### src/dda_pkg.sv
`timescale 1ns / 1ps
// ----------------------------------------------------------------------------
// DDA line pixel generator package
// Shared constants, register indexes, action codes and small types.
// ----------------------------------------------------------------------------
package dda_pkg;

  localparam int COORD_BITS_DEF = 16;
  localparam int FRAC_BITS_DEF  = 20;

  localparam int CANVAS_BITS  = 13;
  localparam int CFG_IDX_BITS = 1;

  localparam logic [CANVAS_BITS-1:0] CANVAS_W_RST = 13'd640;
  localparam logic [CANVAS_BITS-1:0] CANVAS_H_RST = 13'd480;

  localparam logic ACT_START = 1'b0;
  localparam logic ACT_STEP  = 1'b1;

  localparam logic [CFG_IDX_BITS-1:0] REG_CANVAS_WIDTH  = 1'd0;
  localparam logic [CFG_IDX_BITS-1:0] REG_CANVAS_HEIGHT = 1'd1;

  typedef struct packed {
    logic [7:0] red;
    logic [7:0] green;
    logic [7:0] blue;
  } rgb_t;

  // Control from the sequencer to the pixel datapath.
  typedef struct packed {
    logic abandon;  // a new line was started, drop the current one
    logic load;     // slope is ready, load the line state
    logic step;     // a step word was accepted
  } pix_ctrl_t;

endpackage

### src/dda_if.sv
`timescale 1ns / 1ps
// ----------------------------------------------------------------------------
// DDA line pixel generator channel interfaces
// Command, pixel and configuration channels with valid/ready handshakes.
// ----------------------------------------------------------------------------
interface dda_in_if #(parameter int COORD_BITS = 16);
  logic                         valid;
  logic                         ready;
  logic                         action;
  logic signed [COORD_BITS-1:0] first_x;
  logic signed [COORD_BITS-1:0] first_y;
  logic signed [COORD_BITS-1:0] second_x;
  logic signed [COORD_BITS-1:0] second_y;
  logic [7:0]                   red_in;
  logic [7:0]                   green_in;
  logic [7:0]                   blue_in;

  modport source (output valid, action, first_x, first_y, second_x, second_y,
                  red_in, green_in, blue_in, input ready);
  modport sink (input valid, action, first_x, first_y, second_x, second_y,
                red_in, green_in, blue_in, output ready);
endinterface

interface dda_out_if #(parameter int COORD_BITS = 16);
  logic                         valid;
  logic                         ready;
  logic signed [COORD_BITS-1:0] pixel_x;
  logic signed [COORD_BITS-1:0] pixel_y;
  logic [7:0]                   red_out;
  logic [7:0]                   green_out;
  logic [7:0]                   blue_out;
  logic                         drawn;
  logic                         last_pixel;

  modport source (output valid, pixel_x, pixel_y, red_out, green_out, blue_out,
                  drawn, last_pixel, input ready);
  modport sink (input valid, pixel_x, pixel_y, red_out, green_out, blue_out,
                drawn, last_pixel, output ready);
endinterface

interface dda_cfg_if;
  logic                             valid;
  logic                             ready;
  logic [dda_pkg::CFG_IDX_BITS-1:0] index;
  logic [dda_pkg::CANVAS_BITS-1:0]  data;

  modport source (output valid, index, data, input ready);
  modport sink (input valid, index, data, output ready);
endinterface

### src/dda_div.sv
`timescale 1ns / 1ps
// ----------------------------------------------------------------------------
// DDA slope divider
// Restoring divider, one quotient bit per cycle through a shared subtractor.
// ----------------------------------------------------------------------------
module dda_div #(
  parameter int NUM_W = 17,
  parameter int Q_W   = 21
) (
  input  logic                    clk,
  input  logic                    rst_n,
  input  logic                    start,
  input  logic signed [NUM_W-1:0] numer,
  input  logic [NUM_W-1:0]        denom,
  output logic                    done,
  output logic signed [Q_W:0]     quot
);
  localparam int CNT_W = $clog2(Q_W);

  logic [NUM_W:0]   rem_r;
  logic [Q_W-1:0]   q_r;
  logic [NUM_W-1:0] den_r;
  logic             neg_r;
  logic             zero_r;
  logic             busy_r;
  logic             done_r;
  logic [CNT_W-1:0] cnt_r;

  logic [NUM_W-1:0] numer_mag;
  logic [NUM_W+1:0] trial;
  logic             fits;
  logic [NUM_W-1:0] rem_sel;
  logic [Q_W:0]     q_ext;

  // The numerator magnitude never exceeds the denominator, so the quotient
  // has only Q_W bits and the first partial remainder is the numerator itself.
  assign numer_mag = numer[NUM_W-1] ? (-numer) : numer;
  assign trial     = {1'b0, rem_r} - {2'b00, den_r};
  assign fits      = ~trial[NUM_W+1];
  assign rem_sel   = fits ? trial[NUM_W-1:0] : rem_r[NUM_W-1:0];
  assign q_ext     = {1'b0, q_r};

  always_ff @(posedge clk) begin
    if (!rst_n) begin
      busy_r <= 1'b0;
      done_r <= 1'b0;
      cnt_r  <= '0;
    end else begin
      done_r <= 1'b0;
      if (start) begin
        busy_r <= 1'b1;
        cnt_r  <= CNT_W'(Q_W - 1);
      end else if (busy_r) begin
        if (cnt_r == '0) begin
          busy_r <= 1'b0;
          done_r <= 1'b1;
        end else begin
          cnt_r <= cnt_r - CNT_W'(1);
        end
      end
    end
  end

  always_ff @(posedge clk) begin
    if (start) begin
      rem_r  <= {1'b0, numer_mag};
      q_r    <= '0;
      den_r  <= denom;
      neg_r  <= numer[NUM_W-1];
      zero_r <= (denom == '0);
    end else if (busy_r) begin
      rem_r <= {rem_sel, 1'b0};
      q_r   <= {q_r[Q_W-2:0], fits};
    end
  end

  assign done = done_r;
  assign quot = zero_r ? '0 : (neg_r ? (-q_ext) : q_ext);

endmodule

### src/dda_pix.sv
`timescale 1ns / 1ps
// ----------------------------------------------------------------------------
// DDA pixel stepper
// Holds the line state, produces one clipped pixel per step into a result
// register and advances the major coordinate and the minor accumulator.
// ----------------------------------------------------------------------------
module dda_pix #(
  parameter int COORD_BITS = 16,
  parameter int FRAC_BITS  = 20
) (
  input  logic                              clk,
  input  logic                              rst_n,
  input  dda_pkg::pix_ctrl_t                ctrl,
  input  logic                              ld_steep,
  input  logic signed [COORD_BITS-1:0]      ld_major_start,
  input  logic signed [COORD_BITS-1:0]      ld_major_end,
  input  logic signed [COORD_BITS-1:0]      ld_minor_start,
  input  logic signed [FRAC_BITS+1:0]       ld_slope,
  input  dda_pkg::rgb_t                     ld_color,
  input  logic [dda_pkg::CANVAS_BITS-1:0]   canvas_w,
  input  logic [dda_pkg::CANVAS_BITS-1:0]   canvas_h,
  input  logic                              res_ready,
  output logic                              res_valid,
  output logic signed [COORD_BITS-1:0]      res_x,
  output logic signed [COORD_BITS-1:0]      res_y,
  output dda_pkg::rgb_t                     res_color,
  output logic                              res_drawn,
  output logic                              res_last
);
  import dda_pkg::*;

  localparam int CW    = COORD_BITS + 1;
  localparam int SW    = FRAC_BITS + 2;
  localparam int AW    = COORD_BITS + FRAC_BITS + 1;
  localparam int CMP_W = (COORD_BITS > CANVAS_BITS) ? COORD_BITS : CANVAS_BITS;

  logic                 busy_r;
  logic                 steep_r;
  logic signed [CW-1:0] major_now_r;
  logic signed [CW-1:0] major_end_r;
  logic signed [AW-1:0] accum_r;
  logic signed [SW-1:0] slope_r;
  rgb_t                 color_r;

  logic                 res_valid_r;
  logic [COORD_BITS-1:0] res_x_r;
  logic [COORD_BITS-1:0] res_y_r;
  rgb_t                 res_color_r;
  logic                 res_drawn_r;
  logic                 res_last_r;

  logic signed [CW-1:0] minor;
  logic signed [CW-1:0] px;
  logic signed [CW-1:0] py;
  logic                 on_canvas;
  logic                 last;
  logic                 emit;

  // Truncation toward zero: a negative accumulator with a fraction rounds up.
  assign minor = accum_r[AW-1:FRAC_BITS]
               + CW'(accum_r[AW-1] && (accum_r[FRAC_BITS-1:0] != '0));
  assign px    = steep_r ? minor : major_now_r;
  assign py    = steep_r ? major_now_r : minor;

  assign on_canvas = !px[CW-1] && !py[CW-1]
                  && (CMP_W'(px[COORD_BITS-1:0]) < CMP_W'(canvas_w))
                  && (CMP_W'(py[COORD_BITS-1:0]) < CMP_W'(canvas_h));
  assign last   = (major_now_r >= major_end_r);
  assign emit   = ctrl.step && busy_r;

  always_ff @(posedge clk) begin
    if (!rst_n) begin
      busy_r      <= 1'b0;
      res_valid_r <= 1'b0;
    end else begin
      if (ctrl.load) begin
        busy_r <= 1'b1;
      end else if (ctrl.abandon || (emit && last)) begin
        busy_r <= 1'b0;
      end
      if (emit) begin
        res_valid_r <= 1'b1;
      end else if (res_ready) begin
        res_valid_r <= 1'b0;
      end
    end
  end

  always_ff @(posedge clk) begin
    if (ctrl.load) begin
      steep_r     <= ld_steep;
      major_now_r <= {ld_major_start[COORD_BITS-1], ld_major_start};
      major_end_r <= {ld_major_end[COORD_BITS-1], ld_major_end};
      accum_r     <= {ld_minor_start[COORD_BITS-1], ld_minor_start, {FRAC_BITS{1'b0}}};
      slope_r     <= ld_slope;
      color_r     <= ld_color;
    end else if (emit && !last) begin
      major_now_r <= major_now_r + CW'(1);
      accum_r     <= accum_r + {{(AW-SW){slope_r[SW-1]}}, slope_r};
    end
    if (emit) begin
      res_x_r     <= px[COORD_BITS-1:0];
      res_y_r     <= py[COORD_BITS-1:0];
      res_color_r <= color_r;
      res_drawn_r <= on_canvas;
      res_last_r  <= last;
    end
  end

  assign res_valid = res_valid_r;
  assign res_x     = res_x_r;
  assign res_y     = res_y_r;
  assign res_color = res_color_r;
  assign res_drawn = res_drawn_r;
  assign res_last  = res_last_r;

endmodule

### src/dda_line_pixel_generator_unit.sv
`timescale 1ns / 1ps
// ----------------------------------------------------------------------------
// DDA line pixel generator unit
// Rasterizes a line from two endpoints: a start word sets up the line and
// computes a fixed-point slope, each step word returns the next pixel.
// ----------------------------------------------------------------------------
// Start word: the command channel stays busy through line setup, while the
//   restoring divider produces the slope at one slope bit per cycle.
// Step word: one pixel word per cycle while the result side keeps up; the
//   result register is refilled in the same cycle it is taken.
// Reset (rst_n low, synchronous): no line active, result register empty,
//   canvas 640 x 480.
// ----------------------------------------------------------------------------
module dda_line_pixel_generator_unit #(
  parameter int COORD_BITS = dda_pkg::COORD_BITS_DEF,
  parameter int FRAC_BITS  = dda_pkg::FRAC_BITS_DEF
) (
  input logic        clk,
  input logic        rst_n,
  dda_in_if.sink     in_ch,
  dda_out_if.source  out_ch,
  dda_cfg_if.sink    cfg_ch
);
  import dda_pkg::*;

  localparam int CW = COORD_BITS + 1;
  localparam int QW = FRAC_BITS + 1;

  // Setup sequencer. ORIENT picks the major axis, ORDER sorts the endpoints
  // along it and forms the deltas, LAUNCH starts the divider and DIV waits
  // for the slope before the line is handed to the stepper.
  typedef enum logic [4:0] {
    ST_IDLE   = 5'b00001,
    ST_ORIENT = 5'b00010,
    ST_ORDER  = 5'b00100,
    ST_LAUNCH = 5'b01000,
    ST_DIV    = 5'b10000
  } state_t;

  state_t st_r;
  state_t st_nxt;

  // Configuration registers.
  logic [CANVAS_BITS-1:0] canvas_w_r;
  logic [CANVAS_BITS-1:0] canvas_h_r;

  // Endpoints and color captured from the start word.
  logic signed [COORD_BITS-1:0] ax_r;
  logic signed [COORD_BITS-1:0] ay_r;
  logic signed [COORD_BITS-1:0] bx_r;
  logic signed [COORD_BITS-1:0] by_r;
  rgb_t                         color_r;

  // Endpoints remapped to major/minor axes.
  logic                         steep_r;
  logic signed [COORD_BITS-1:0] amaj_r;
  logic signed [COORD_BITS-1:0] amin_r;
  logic signed [COORD_BITS-1:0] bmaj_r;
  logic signed [COORD_BITS-1:0] bmin_r;

  // Ordered endpoints and deltas feeding the divider.
  logic signed [COORD_BITS-1:0] smaj_r;
  logic signed [COORD_BITS-1:0] emaj_r;
  logic signed [COORD_BITS-1:0] smin_r;
  logic signed [CW-1:0]         dmaj_r;
  logic signed [CW-1:0]         dmin_r;

  logic                 in_acc;
  logic                 start_acc;
  logic                 step_acc;
  logic                 in_ready;
  logic                 res_valid;

  logic signed [CW-1:0] dx;
  logic signed [CW-1:0] dy;
  logic signed [CW-1:0] adx;
  logic signed [CW-1:0] ady;
  logic                 steep;
  logic                 swap;
  logic signed [COORD_BITS-1:0] smaj;
  logic signed [COORD_BITS-1:0] emaj;
  logic signed [COORD_BITS-1:0] smin;
  logic signed [COORD_BITS-1:0] emin;

  logic                 div_done;
  logic signed [QW:0]   div_quot;
  pix_ctrl_t            pix_ctrl;
  rgb_t                 res_color;

  // ---------------------------------------------------------------------------
  // Handshakes. Words are taken only when the sequencer is idle and the result
  // register is free or being emptied in this cycle, so a step never has to
  // wait on a pending pixel inside the block.
  // ---------------------------------------------------------------------------
  assign in_ready    = (st_r == ST_IDLE) && (!res_valid || out_ch.ready);
  assign in_ch.ready = in_ready;
  assign in_acc      = in_ch.valid && in_ready;
  assign start_acc   = in_acc && (in_ch.action == ACT_START);
  assign step_acc    = in_acc && (in_ch.action == ACT_STEP);

  assign cfg_ch.ready = 1'b1;

  always_ff @(posedge clk) begin
    if (!rst_n) begin
      canvas_w_r <= CANVAS_W_RST;
      canvas_h_r <= CANVAS_H_RST;
    end else if (cfg_ch.valid) begin
      case (cfg_ch.index)
        REG_CANVAS_WIDTH:  canvas_w_r <= cfg_ch.data;
        REG_CANVAS_HEIGHT: canvas_h_r <= cfg_ch.data;
        default: begin
        end
      endcase
    end
  end

  // ---------------------------------------------------------------------------
  // Sequencer.
  // ---------------------------------------------------------------------------
  always_comb begin
    st_nxt = st_r;
    case (st_r)
      ST_IDLE:   if (start_acc) st_nxt = ST_ORIENT;
      ST_ORIENT: st_nxt = ST_ORDER;
      ST_ORDER:  st_nxt = ST_LAUNCH;
      ST_LAUNCH: st_nxt = ST_DIV;
      ST_DIV:    if (div_done) st_nxt = ST_IDLE;
      default:   st_nxt = ST_IDLE;
    endcase
  end

  always_ff @(posedge clk) begin
    if (!rst_n) begin
      st_r <= ST_IDLE;
    end else begin
      st_r <= st_nxt;
    end
  end

  // ---------------------------------------------------------------------------
  // Orientation: y is the major axis unless |dy| < |dx|, which also covers
  // the equal-endpoint case.
  // ---------------------------------------------------------------------------
  assign dx    = {bx_r[COORD_BITS-1], bx_r} - {ax_r[COORD_BITS-1], ax_r};
  assign dy    = {by_r[COORD_BITS-1], by_r} - {ay_r[COORD_BITS-1], ay_r};
  assign adx   = dx[CW-1] ? (-dx) : dx;
  assign ady   = dy[CW-1] ? (-dy) : dy;
  assign steep = !(ady < adx);

  // Ordering: the major coordinate ascends from the start endpoint.
  assign swap = (amaj_r > bmaj_r);
  assign smaj = swap ? bmaj_r : amaj_r;
  assign emaj = swap ? amaj_r : bmaj_r;
  assign smin = swap ? bmin_r : amin_r;
  assign emin = swap ? amin_r : bmin_r;

  always_ff @(posedge clk) begin
    if (start_acc) begin
      ax_r          <= in_ch.first_x;
      ay_r          <= in_ch.first_y;
      bx_r          <= in_ch.second_x;
      by_r          <= in_ch.second_y;
      color_r.red   <= in_ch.red_in;
      color_r.green <= in_ch.green_in;
      color_r.blue  <= in_ch.blue_in;
    end
    if (st_r == ST_ORIENT) begin
      steep_r <= steep;
      amaj_r  <= steep ? ay_r : ax_r;
      amin_r  <= steep ? ax_r : ay_r;
      bmaj_r  <= steep ? by_r : bx_r;
      bmin_r  <= steep ? bx_r : by_r;
    end
    if (st_r == ST_ORDER) begin
      smaj_r <= smaj;
      emaj_r <= emaj;
      smin_r <= smin;
      dmaj_r <= {emaj[COORD_BITS-1], emaj} - {smaj[COORD_BITS-1], smaj};
      dmin_r <= {emin[COORD_BITS-1], emin} - {smin[COORD_BITS-1], smin};
    end
  end

  // ---------------------------------------------------------------------------
  // Slope divider: slope = (d_minor << FRAC_BITS) / d_major, toward zero.
  // The major delta is never negative after ordering.
  // ---------------------------------------------------------------------------
  dda_div #(
    .NUM_W (CW),
    .Q_W   (QW)
  ) u_div (
    .clk   (clk),
    .rst_n (rst_n),
    .start (st_r == ST_LAUNCH),
    .numer (dmin_r),
    .denom (dmaj_r),
    .done  (div_done),
    .quot  (div_quot)
  );

  // ---------------------------------------------------------------------------
  // Pixel stepper and result register.
  // ---------------------------------------------------------------------------
  assign pix_ctrl.abandon = start_acc;
  assign pix_ctrl.load    = (st_r == ST_DIV) && div_done;
  assign pix_ctrl.step    = step_acc;

  dda_pix #(
    .COORD_BITS (COORD_BITS),
    .FRAC_BITS  (FRAC_BITS)
  ) u_pix (
    .clk            (clk),
    .rst_n          (rst_n),
    .ctrl           (pix_ctrl),
    .ld_steep       (steep_r),
    .ld_major_start (smaj_r),
    .ld_major_end   (emaj_r),
    .ld_minor_start (smin_r),
    .ld_slope       (div_quot),
    .ld_color       (color_r),
    .canvas_w       (canvas_w_r),
    .canvas_h       (canvas_h_r),
    .res_ready      (out_ch.ready),
    .res_valid      (res_valid),
    .res_x          (out_ch.pixel_x),
    .res_y          (out_ch.pixel_y),
    .res_color      (res_color),
    .res_drawn      (out_ch.drawn),
    .res_last       (out_ch.last_pixel)
  );

  assign out_ch.valid     = res_valid;
  assign out_ch.red_out   = res_color.red;
  assign out_ch.green_out = res_color.green;
  assign out_ch.blue_out  = res_color.blue;

endmodule

### src/flat_wrapper.sv
// flat-port wrapper written by rule: the top's interface ports become plain ports
module dda_line_pixel_generator_unit_flat import dda_pkg::*;
#(
  parameter int COORD_BITS = dda_pkg::COORD_BITS_DEF,
  parameter int FRAC_BITS  = dda_pkg::FRAC_BITS_DEF
)
  (clk, rst_n, in_ch_valid, in_ch_action, in_ch_first_x, in_ch_first_y, in_ch_second_x, in_ch_second_y, in_ch_red_in, in_ch_green_in, in_ch_blue_in, in_ch_ready, out_ch_valid, out_ch_pixel_x, out_ch_pixel_y, out_ch_red_out, out_ch_green_out, out_ch_blue_out, out_ch_drawn, out_ch_last_pixel, out_ch_ready, cfg_ch_valid, cfg_ch_index, cfg_ch_data, cfg_ch_ready);
  dda_in_if #(.COORD_BITS(COORD_BITS)) in_ch_i ();
  dda_out_if #(.COORD_BITS(COORD_BITS)) out_ch_i ();
  dda_cfg_if cfg_ch_i ();
  input logic clk;
  input logic rst_n;
  input wire logic [$bits(in_ch_i.valid)-1:0] in_ch_valid;
  input wire logic [$bits(in_ch_i.action)-1:0] in_ch_action;
  input wire logic [$bits(in_ch_i.first_x)-1:0] in_ch_first_x;
  input wire logic [$bits(in_ch_i.first_y)-1:0] in_ch_first_y;
  input wire logic [$bits(in_ch_i.second_x)-1:0] in_ch_second_x;
  input wire logic [$bits(in_ch_i.second_y)-1:0] in_ch_second_y;
  input wire logic [$bits(in_ch_i.red_in)-1:0] in_ch_red_in;
  input wire logic [$bits(in_ch_i.green_in)-1:0] in_ch_green_in;
  input wire logic [$bits(in_ch_i.blue_in)-1:0] in_ch_blue_in;
  output wire logic [$bits(in_ch_i.ready)-1:0] in_ch_ready;
  output wire logic [$bits(out_ch_i.valid)-1:0] out_ch_valid;
  output wire logic [$bits(out_ch_i.pixel_x)-1:0] out_ch_pixel_x;
  output wire logic [$bits(out_ch_i.pixel_y)-1:0] out_ch_pixel_y;
  output wire logic [$bits(out_ch_i.red_out)-1:0] out_ch_red_out;
  output wire logic [$bits(out_ch_i.green_out)-1:0] out_ch_green_out;
  output wire logic [$bits(out_ch_i.blue_out)-1:0] out_ch_blue_out;
  output wire logic [$bits(out_ch_i.drawn)-1:0] out_ch_drawn;
  output wire logic [$bits(out_ch_i.last_pixel)-1:0] out_ch_last_pixel;
  input wire logic [$bits(out_ch_i.ready)-1:0] out_ch_ready;
  input wire logic [$bits(cfg_ch_i.valid)-1:0] cfg_ch_valid;
  input wire logic [$bits(cfg_ch_i.index)-1:0] cfg_ch_index;
  input wire logic [$bits(cfg_ch_i.data)-1:0] cfg_ch_data;
  output wire logic [$bits(cfg_ch_i.ready)-1:0] cfg_ch_ready;
  assign in_ch_i.valid = in_ch_valid;
  assign in_ch_i.action = in_ch_action;
  assign in_ch_i.first_x = in_ch_first_x;
  assign in_ch_i.first_y = in_ch_first_y;
  assign in_ch_i.second_x = in_ch_second_x;
  assign in_ch_i.second_y = in_ch_second_y;
  assign in_ch_i.red_in = in_ch_red_in;
  assign in_ch_i.green_in = in_ch_green_in;
  assign in_ch_i.blue_in = in_ch_blue_in;
  assign in_ch_ready = in_ch_i.ready;
  assign out_ch_valid = out_ch_i.valid;
  assign out_ch_pixel_x = out_ch_i.pixel_x;
  assign out_ch_pixel_y = out_ch_i.pixel_y;
  assign out_ch_red_out = out_ch_i.red_out;
  assign out_ch_green_out = out_ch_i.green_out;
  assign out_ch_blue_out = out_ch_i.blue_out;
  assign out_ch_drawn = out_ch_i.drawn;
  assign out_ch_last_pixel = out_ch_i.last_pixel;
  assign out_ch_i.ready = out_ch_ready;
  assign cfg_ch_i.valid = cfg_ch_valid;
  assign cfg_ch_i.index = cfg_ch_index;
  assign cfg_ch_i.data = cfg_ch_data;
  assign cfg_ch_ready = cfg_ch_i.ready;
  dda_line_pixel_generator_unit #(.COORD_BITS(COORD_BITS), .FRAC_BITS(FRAC_BITS)) u_core (.clk(clk), .rst_n(rst_n), .in_ch(in_ch_i), .out_ch(out_ch_i), .cfg_ch(cfg_ch_i));
endmodule
### config.mk
export PLATFORM = sky130hd
export DESIGN_NAME = dda_line_pixel_generator_unit_flat
export DESIGN_NICKNAME = d
export VERILOG_FILES = /design/src/dda_pkg.sv /design/src/dda_if.sv /design/src/dda_div.sv /design/src/dda_pix.sv /design/src/dda_line_pixel_generator_unit.sv /design/src/flat_wrapper.sv
export SDC_FILE = /design/constraint.sdc
export NUM_CORES = 1
export LEC_CHECK = 0
export ABC_AREA = 0
export ABC_CLOCK_PERIOD_IN_PS = 26300
export BUFFER_PORTS_ARGS = -buffer_cell sky130_fd_sc_hd__buf_2
export CAP_MARGIN = 20
export CORE_MARGIN = 3
export CORE_UTILIZATION = 40
export CTS_BUF_LIST = sky130_fd_sc_hd__clkbuf_8 sky130_fd_sc_hd__clkbuf_16
export DETAILED_ROUTE_END_ITERATION = 6
export PLACE_DENSITY_LB_ADDON = 0.12
export SYNTH_ARGS = -nofsm -noshare
export SYNTH_HDL_FRONTEND = slang
export SYNTH_SLANG_ARGS = --single-unit
### constraint.sdc
create_clock -name clk -period 26.3 [get_ports clk]
set_clock_uncertainty 0.1 [all_clocks]
set_input_delay 2.63 -clock clk [delete_from_list [all_inputs] [get_ports clk]]
set_output_delay 2.63 -clock clk [all_outputs]
set_load 0.005 [all_outputs]
==> summary.txt, run 1 <==
Outcome
  – Outcome: finished clean

Synthesis
  – Async SR Flop Fraction: 0%
  – Avg Inst Size Synth: 10.91 sq um
  – Ys Warns: 0
  – Post-Synth Simple-Gate Area: 12.13%
  – Post-synthesis mux area share: 4.419%
  – Ys flop type: edfxtp_1
  – Sequential fraction of the synthesis area: 52.44%
  – Unique masters post-synth: 88
  – Top-area cell type share of the netlist area: 46.48%
  – Synth Area in Adders: 8.556%
  – Post-synth top area cell: edfxtp_1
  – Syn Nets: 2803
  – Largest family of logic cells by synthesized area: compound AO/OA/AOI/OAI gates
  – #FFs+latches synth: 508
  – Gate Count Post-Synth: 2522
  – Compound-Gate Fraction of Synth Area: 12.98%
  – Post-Synth XOR/XNOR Area: 5.792%
  – Synthesized cell area: 27520 sq um
  – Top post-synthesis cells by area: edfxtp_1, ha_1, dfxtp_1
  – Post-synth EDFFs: 426

Route
  – WL met3: 3.153 mm
  – DR vias/cell: 5.295
  – DRC viols: 0
  – DRT iter0 DRCs: 1068
  – Total wire length: 67.48 mm
  – Routed wl met2: 31.32 mm
  – Post-Route M1 WL: 31.17 mm
  – Routed via count: 19170
  – Detail Route Antenna Nets: 0
  – Top layer in use: met4
  – DR WL/cell: 18.64 um
  – Total iterations of the first detailed-routing run: 5

Final layout
  – Share of post-route cells with drive strength above 1: 13.26%
  – Final Cell Area: 31310 sq um
  – P&R area growth vs syn: 13.76%
  – Multi-input logic area: 12140 sq um
  – NumNets Final: 2978
  – Finished Layout Cells: 3621
  – Register Area: 14430 sq um
  – Fill count: 6210

Die
  – Die ar.: 71990 sq um
  – Core region area: 67630 sq um
  – Initial Util: 40.69%
  – Io pins: 169
  – Core Rows: 95
  – Vert. Die Dim: 268.3 um
  – DIE WIDTH: 268.3 um

Hold path
  – Hold Crit Start: u_core.color_r[15]
  – Worst Hold Endpoint: u_core.u_pix.color_r[15]
  – Worst min-delay path category: register to register
  – Hold depth: 0

Timing
  – Final Slew Violations: 0
  – Hold slack: 313.9 ps
  – Tmin final: 7133 ps
  – Endpoints failing hold: 0
  – Slew headroom: 30.68%
  – Setup Total Neg Slack: 0 ps
  – RSZ-0062 raised after global routing: false
  – Period Utilization, post-route: 27.12%
  – Final setup vio count: 0
  – Measured slew at the worst slew-check pin: 1040 ps
  – Fmax: 0.1402 GHz

Clocking
  – CTS Sinks: 508
  – Num CTS Buffers: 58
  – Post-CTS Setup Bufs: 0
  – Hold Buf Count CTS: 0
  – Worst-path clk slew: 60 ps
  – Post-CTS Resized: 0
  – CTS H-tree depth: 2
  – Clk_lat worst skew: 620 ps
  – CTS tree: done
  – Root buffer cell: clkbuf_16
  – Clock Path Buffers: 3

Place
  – Placed cells: 3509
  – Placed instance area: 29380 sq um
  – Post-DP HPWL: 51.77 mm
  – RePlAce Congestion: 0.8528
  – I/O Buffers: 167

Worst setup path
  – RR Startpoint: u_core.ax_r[0]
  – Crit-path max cell delay: 590 ps
  – R2r endpoint: u_core.amaj_r[0]
  – Reg2Reg Setup Slack: 19170 ps
  – WP data arrival: 7380 ps
  – Crit path launch: u_core.ax_r[0]
  – Max Fanout on Critical Path: 65
  – CP Class: register to register
  – Slowest cell on crit path: a2111oi_0
  – Crit. End Element: register
  – Worst setup SP type: register
  – Reg2Reg Depth: 29
  – Most used cell, CP: a21o_1
  – CP required: 26550 ps

Pwr
  – Tot Pwr: 2.486 mW
  – PD cells: 79.39 nW/um^2
  – Lkg Pwr: 12.16 nW
  – IR drop worst, VDD: 0.1757 mV

GRT
  – Tot GR Track Use: 18.68%
  – Initial antenna violation count: 2
  – First-pass GRT wire length: 105.4 mm
  – Largest net degree at the start of global routing: 83
  – GRT overflow: 0
  – Vias in the first global route: 19050

Flow run
  – Max-Cap Viols: 0
## layer usage
layer  vias to the layer above  global-route usage, %
li1                       9513                      -
met1                      9162                  25.58
met2                       405                  30.78
met3                        92                  2.701
met4                         0                  5.733
met5                         -                      0
## critical path, delay by kind of cell (launching register included)
family          cells  cell delay, ps
flops               1             400
mux                 1             410
fa+ha+maj           3             920
compound gates     21            4260
simple gates        3             310
buf+inv             1             390
## cell usage after synthesis (15+ instances only)
master and instances:
edfxtp_1 426, nand2_1 248, inv_1 189, o21ai_0 179
ha_1 169, nor2_1 168, xnor2_1 103, a21oi_1 101
dfxtp_1 82, xor2_1 79, mux2i_1 63, clkbuf_1 58
nand3_1 58, mux2_2 50, nor3_1 44, nor2b_1 41
a21boi_0 34, nand2b_1 34, a21o_1 32, o31ai_1 28
o21a_1 24, or3_1 20, nor4_1 18, a211oi_1 17
maj3_1 16, a31oi_1 15, and3_1 15
## area by class of cell
class | instances | area share (%)
diodes | 2 | 0.01599
clock buffers | 62 | 4.848
clock inverters | 47 | 1.263
inverters | 191 | 2.294
multi-input cells | 1749 | 38.78
flip-flops and latches | 508 | 46.10
well taps | 873 | 3.489
repair buffers | 189 | 3.209
## power by group
| group | switching [mW] | internal, mW |
|---|---|---|
| combinational | 0.378 | 0.323 |
| sequential | 0.0228 | 0.961 |
| clock | 0.327 | 0.474 |
| total | 0.727 | 1.76 |
## worst max-delay path by stage
stage / depth (start not counted) / to
final: 29 / u_core.amaj_r[0]
after global routing: 29 / u_core.bmaj_r[11]
after CTS: 29 / u_core.bmaj_r[10]
after detailed placement: 29 / u_core.bmaj_r[10]
after global placement: 29 / u_core.bmaj_r[11]
after floorplan: 2 / u_core.dmaj_r[0]
## state kept, by name (all words and copies together), names as in the netlist, 17 cells and up
name                      cells
u_core.u_div.rem_r           18
u_core.u_pix.major_now_r     17
u_core.color_r               24
u_core.u_pix.accum_r         37
u_core.u_pix.slope_r         22
u_core.dmin_r                17
u_core.u_div.q_r             21
u_core.u_pix.color_r         24
u_core.dmaj_r                17
u_core.u_pix.res_color       24
u_core.u_div.den_r           17
## layout by cell type (no fill, tap or decap), drive strengths merged, types with 12 or more instances in the layout
cell	count
edfxtp	426
nand2	248
inv	206
o21ai	194
buf	189
ha	169
nor2	169
a21oi	104
xnor2	103
dfxtp	82
xor2	79
mux2i	63
clkbuf	62
nand3	58
mux2	52
nor3	44
nor2b	41
a21boi	40
nand2b	34
a21o	32
o31ai	30
o21a	24
clkinv	24
or3	20
nor4	18
a211oi	18
maj3	16
and3	15
a31oi	15
o211ai	14
o21bai	14
nand4	14
and2	12
## cell families (layout without fill, tap and decap cells)
logic type               Yosys count  in the layout
AO/OA/AOI/OAI                    554            554
XOR/XNOR                         182            182
adder cells (fa/ha/maj)          189            189
buffers and inverters            265            489
flip-flops                       508            508
multiplexers                     115            115
other                              1              3
AND/OR/NAND/NOR                  708            708
## metrics by stage
stage | setup WS (ps) | util (%)
finish | 19170 | 46.29
global route | 18500 | 46.29
CTS | 19170 | 46.27
detailed placement | 19220 | 43.44
global placement | 19260 | 43.44
floorplan | 17000 | -
Note: power is estimated with default switching activity, not from simulation.
==> inputs of run 2 (changes only) <==
ABC_CLOCK_PERIOD_IN_PS = 5730   (was 26300)
clock period = 5.73 ns   (was 26.3 ns; I/O delays follow)
==> run 2 against run 1 <==
Compared with the run above: sequential power rose to 4.6 times the previous value; the flow now finishes with violations (negative setup slack); register-to-register slack worse by 19000 ps; critical endpoint is now u_core.bmin_r[14]; sequential cell count unchanged; highest routed layer unchanged; utilization up 1.6 points; count of clock-buffer cells in the layout up 3; routed wire length up 0.97%; non-clock buffer count up 106; die area unchanged; critical path depth up 2; sequential share of layout area down 1.5 points; maximum frequency up 19%; hold slack worse by 260 ps.
==> summary.txt, run 2 (synthesis gave the netlist of run 1 again) <==
Outcome
  – Failing checks: negative setup slack
  – Outcome: finished, violations left

Final layout
  – Final Cell Area: 32390 sq um
  – Finished Layout Cells: 3724
  – Commonest non-fill, non-tap cell in the layout: edfxtp_1
  – Share of post-route cells with drive strength above 1: 16.17%
  – Multi-input logic area: 12240 sq um
  – P&R area growth vs syn: 17.68%
  – Max reg flops: 37
  – Most flop-heavy register: u_core.u_pix.accum_r
  – Register Area: 14430 sq um
  – Antenna cells: 0
  – Most frequent cells in the layout: edfxtp_1, nand2_1, inv_1, o21ai_0, ha_1
  – NumNets Final: 3083
  – Fill count: 6155
  – Fin util: 47.89%

Timing
  – Slew headroom: 34.73%
  – Hold slack: 50.83 ps
  – Final setup vio count: 65
  – Setup Total Neg Slack: -11090 ps
  – Endpoints failing hold: 0
  – Measured slew at the worst slew-check pin: 979.0 ps
  – Tmin final: 5989 ps
  – Setup slack after layout: -258.9 ps
  – RSZ-0062 raised after global routing: true
  – Fmax: 0.1670 GHz
  – Final Slew Violations: 0
  – Period Utilization, post-route: 104.5%

Worst setup path
  – Slowest cell on crit path: edfxtp_1
  – Reg2Reg Setup Slack: -260 ps
  – Worst setup path endpoint: u_core.bmin_r[14]
  – Max Fanout on Critical Path: 6
  – Crit path launch: u_core.ax_r[0]
  – Crit-path max cell delay: 400 ps
  – WP data arrival: 6240 ps
  – Crit. End Element: register
  – Reg2Reg Depth: 31
  – Worst setup SP type: register
  – R2r endpoint: u_core.bmin_r[14]
  – CP Class: register to register
  – Most used cell, CP: a21o_1
  – CP required: 5980 ps
  – RR Startpoint: u_core.ax_r[0]

Die
  – Die ar.: 71990 sq um
  – Initial Util: 40.69%
  – Vert. Die Dim: 268.3 um
  – Core Rows: 95
  – Io pins: 169
  – Core region area: 67630 sq um
  – DIE WIDTH: 268.3 um

GRT
  – GRT overflow: 0
  – Initial antenna violation count: 0
  – Tot GR Track Use: 18.86%
  – Global routing met3 resource utilization: 2.344%
  – Busiest metal layer after global routing: met2
  – Met2 global-route usage: 32.21%
  – First-pass GRT wire length: 106.0 mm
  – Vias in the first global route: 19200
  – Met1 usage: 25.34%
  – Largest net degree at the start of global routing: 92

Flow run
  – Max-Cap Viols: 0

Route
  – Total iterations of the first detailed-routing run: 6
  – Total wire length: 68.13 mm
  – DR vias/cell: 5.225
  – DR WL/cell: 18.30 um
  – Detail Route Antenna Nets: 0
  – DRT iter0 DRCs: 1229
  – DRC viols: 0
  – Routed via count: 19460

Clocking
  – Num CTS Buffers: 57
  – CTS Sinks: 508
  – Clock Path Buffers: 3
  – CTS H-tree depth: 2
  – Worst-path clk slew: 60 ps
  – Clk_lat worst skew: 610 ps
  – Root buffer cell: clkbuf_16
  – CTS tree: done

Pwr
  – PD cells: 382.7 nW/um^2
  – Comb pwr share: 33.7%
  – Net Sw Frac: 29.05%
  – Lkg Pwr: 12.72 nW
  – Net Switching: 3.601 mW
  – Cell Int Power: 8.794 mW
  – Clk network pwr share: 29.9%
  – Seq pwr share: 36.4%
  – IR drop worst, VDD: 0.4725 mV

Place
  – Placed cells: 3575
  – I/O Buffers: 167
  – RePlAce Congestion: 0.8397
  – Post-DP HPWL: 51.95 mm
  – Placed instance area: 29970 sq um

Hold path
  – Worst min-delay path category: input port to register
-- run 2: changes by cell type in the layout (fill, tap and decap cells not counted), moves of 4 or more --
| cell | previous run | this run |
|---|---|---|
| inv_1 | 202 | 206 |
| buf_4 | 21 | 86 |
| clkinv_2 | 12 | 8 |
| clkinv_1 | 10 | 2 |
| clkinvlp_4 | 2 | 6 |
| buf_6 | 1 | 10 |
| buf_12 | 0 | 4 |
| dlygate4sd3_1 | 0 | 27 |
| o21ai_0 | 179 | 175 |
-- run 2: worst max-delay path: cells and delay by family, from the launching register on --
kind            cells  cell delay (ps)
compound gates     21             3340
fa+ha+maj           3              870
buf+inv             3              460
flops               1              400
mux                 1              260
simple gates        3              290
-- run 2: worst min path at each step --
stage	from	cells past startpoint	slack [ps]	endpoint
4_1_cts	in_ch_red_in[7]	1	0.6	u_core.color_r[23]
5_1_grt	in_ch_first_x[15]	1	8	u_core.ax_r[15]
3_5_place_dp	u_core.color_r[7]	0	300	u_core.u_pix.color_r[7]
2_1_floorplan	u_core.color_r[0]	0	300	u_core.u_pix.color_r[0]
3_3_place_gp	u_core.color_r[6]	0	300	u_core.u_pix.color_r[6]
6_report	in_ch_blue_in[5]	1	50	u_core.color_r[5]
-- run 2: power groups by stage --
stage / sequential [mW] / combinational [mW] / clock, mW
floorplan: 4.55 / 2.75 / 0
global placement: 4.58 / 3.59 / 0
detailed placement: 4.59 / 3.68 / 0
CTS: 4.51 / 4.11 / 3.82
global route: 4.53 / 4.58 / 3.98
finish: 4.51 / 4.18 / 3.70
-- run 2: final cells by class --
cell class,instances,share of cell area [%]
flip-flops and latches,508,44.57
multi-input cells,1749,37.79
repair buffers,295,6.088
clock buffers,65,4.814
well taps,873,3.373
inverters,191,2.218
clock inverters,43,1.151
-- run 2: routing by layer --
| metal | share of wire (%) | wire length (um) |
|---|---|---|
| met5 | 0 | 0 |
| met2 | 48 | 32660 |
| met4 | 2.4 | 1615 |
| met3 | 3.9 | 2645 |
| met1 | 46 | 31220 |
-- run 2: per-stage QoR --
step	total power [mW]	setup WS, ps
floorplan	7.300	-117.5
global placement	8.173	-643.0
detailed placement	8.271	-688.6
CTS	12.44	-275.9
global route	13.08	-615.6
finish	12.39	-258.9
-- run 2: timing repair --
| item | in CTS | in global routing |
|---|---|---|
| hold endpoints to repair | 27 | 0 |
| pin swaps | 9 | 6 |
| buffers inserted | 7 | 4 |
| hold buffers | 27 | 0 |
| gates cloned | 3 | 0 |
| resized for setup | 15 | 9 |
| setup endpoints to repair | 65 | 65 |
==> inputs of run 3 (changes only) <==
CORE_ASPECT_RATIO = 0.7   (was not set)
==> run 3 against run 2 <==
Compared with the run above: the run still ends with negative setup slack left; total power fell by 0.17%; via count rose by 0.35%; die area is essentially flat; routed wire length grew 1.3%; critical endpoint unchanged; highest routed layer unchanged.
==> summary.txt, run 3 (synthesis gave the netlist of run 1 again) <==
Outcome
  – Outcome: finished, violations left
  – Failing checks: negative setup slack

Timing
  – Setup slack after layout: -286.4 ps
  – Setup Total Neg Slack: -13640 ps
  – Measured slew at the worst slew-check pin: 997.6 ps
  – Period Utilization, post-route: 105.0%
  – RSZ-0062 raised after global routing: true
  – Final Slew Violations: 0
  – Slew headroom: 33.50%
  – Endpoints failing hold: 0
  – Hold slack: 45.25 ps
  – Tmin final: 6016 ps
  – Final setup vio count: 65
  – Fmax: 0.1662 GHz

Route
  – DR WL/cell: 18.45 um
  – Total iterations of the first detailed-routing run: 5
  – DRT iter0 DRCs: 1397
  – DRC viols: 0
  – Routed via count: 19530
  – Total wire length: 69.00 mm
  – Detail Route Antenna Nets: 0
  – DR vias/cell: 5.222

Final layout
  – Register Area: 14430 sq um
  – Multi-input logic area: 12280 sq um
  – Max reg flops: 37
  – P&R area growth vs syn: 17.58%
  – Fill count: 6126
  – Finished Layout Cells: 3739
  – Antenna cells: 0
  – Share of post-route cells with drive strength above 1: 15.31%
  – Most frequent cells in the layout: edfxtp_1, nand2_1, inv_1, o21ai_0, ha_1
  – NumNets Final: 3087
  – Most flop-heavy register: u_core.u_pix.accum_r
  – Commonest non-fill, non-tap cell in the layout: edfxtp_1

Clocking
  – Num CTS Buffers: 53
  – Clock Path Buffers: 3
  – Worst-path clk slew: 60 ps
  – CTS tree: done
  – CTS H-tree depth: 2
  – Root buffer cell: clkbuf_16
  – Clk_lat worst skew: 620 ps
  – CTS Sinks: 508

Pwr
  – IR drop worst, VDD: 0.3952 mV
  – PD cells: 382.4 nW/um^2
  – Lkg Pwr: 12.63 nW

Worst setup path
  – Crit-path max cell delay: 430 ps
  – Slowest cell on crit path: a2111oi_4
  – Reg2Reg Setup Slack: -290 ps
  – R2r endpoint: u_core.bmin_r[14]
  – CP required: 5990 ps
  – WP data arrival: 6280 ps
  – Max Fanout on Critical Path: 6
  – CP Class: register to register
  – RR Startpoint: u_core.ax_r[0]
  – Reg2Reg Depth: 30
  – Most used cell, CP: a21o_1
  – Worst setup SP type: register
  – Crit. End Element: register

Place
  – RePlAce Congestion: 0.9114
  – Post-DP HPWL: 51.10 mm
  – Placed cells: 3579
  – I/O Buffers: 167

Hold path
  – Worst Hold Endpoint: u_core.color_r[9]
  – Hold Crit Start: in_ch_green_in[1]
  – Worst min-delay path category: input port to register
  – Hold depth: 1

Die
  – Core Rows: 79
  – DIE WIDTH: 319.5 um
  – Initial Util: 40.89%
  – Core region area: 67310 sq um
  – Io pins: 169
  – Vert. Die Dim: 225.5 um
  – Die ar.: 72040 sq um

Flow run
  – Max-Cap Viols: 0

GRT
  – Largest net degree at the start of global routing: 82
  – GRT overflow: 0
  – Tot GR Track Use: 19.22%
  – First-pass GRT wire length: 108.8 mm
  – Vias in the first global route: 19290
  – Initial antenna violation count: 1
[run 3: changes by cell type in the layout (fill, tap and decap cells not counted), moves of 2 or more]
| cell | delta |
|---|---|
| clkbuf_16 | -4 |
| o21ai_1 | -3 |
| dlygate4sd3_1 | +30 |
| o21ai_2 | +3 |
| clkinv_2 | +2 |
| clkinv_1 | +5 |
| clkinvlp_4 | -3 |
| buf_12 | -3 |
| a21boi_1 | -2 |
| clkbuf_8 | -5 |
| buf_4 | -19 |
| a21boi_2 | +2 |
| inv_1 | -6 |
[run 3: area by class of cell]
class                   instances  area share, %
repair buffers                303          6.438
flip-flops and latches        508          44.60
multi-input cells            1749          37.94
clock inverters                42          1.133
inverters                     191          2.223
well taps                     891          3.445
clock buffers                  55          4.218
[run 3: how the worst max path moves through the flow]
stage	end	startpoint
6_report	u_core.bmin_r[14]	u_core.ax_r[0]
3_3_place_gp	u_core.amaj_r[0]	u_core.ax_r[0]
5_1_grt	u_core.bmaj_r[8]	u_core.ay_r[0]
3_5_place_dp	u_core.amaj_r[1]	u_core.ax_r[0]
2_1_floorplan	u_core.bmaj_r[10]	u_core.ax_r[0]
4_1_cts	u_core.bmin_r[15]	u_core.ax_r[0]
[run 3: timing repair]
action	in CTS	in global routing
buffers inserted	1	2
gates resized for setup	25	11
cloned	3	0
hold endpoints to repair	57	0
hold buffers	57	0
setup endpoints to repair	65	65
pin swaps	1	15
[run 3: metrics by stage]
step / cell area (sq um) / power, mW / setup WS, ps / utilization (%)
floorplan: 27630 / 7.300 / -117.5 / -
global placement: 29850 / 8.235 / -540.0 / 44.34
detailed placement: 29850 / 8.323 / -610.3 / 44.34
CTS: 32320 / 12.50 / -252.8 / 48.02
global route: 32360 / 13.03 / -555.9 / 48.08
finish: 32360 / 12.37 / -286.4 / 48.08
[run 3: power by group]
group,total (mW),internal [mW],switching [mW]
logic,4.39,2.21,2.18
registers,4.51,4.41,0.103
clock network,3.47,1.99,1.48
total,12.4,8.61,3.76
[run 3: routing by layer]
| layer | vias up | share of wire (%) | track usage (%) | routed length [um] |
|---|---|---|---|---|
| met5 | - | 0 | 0 | 0 |
| met3 | 89 | 5.7 | 3.905 | 3901 |
| li1 | 9741 | - | - | - |
| met2 | 425 | 42 | 28.69 | 28860 |
| met1 | 9271 | 50 | 28.48 | 34650 |
| met4 | 0 | 2.3 | 4.945 | 1585 |
[run 3: worst max-delay path: cells and delay by family, from the launching register on]
| family | cells | cell delay, ps |
|---|---|---|
| AOI/OAI and AO/OA | 21 | 3460 |
| buffers and inverters | 2 | 290 |
| adders and majority gates | 3 | 870 |
| DFF | 1 | 400 |
| muxes | 1 | 260 |
| and+or+nand+nor | 3 | 380 |
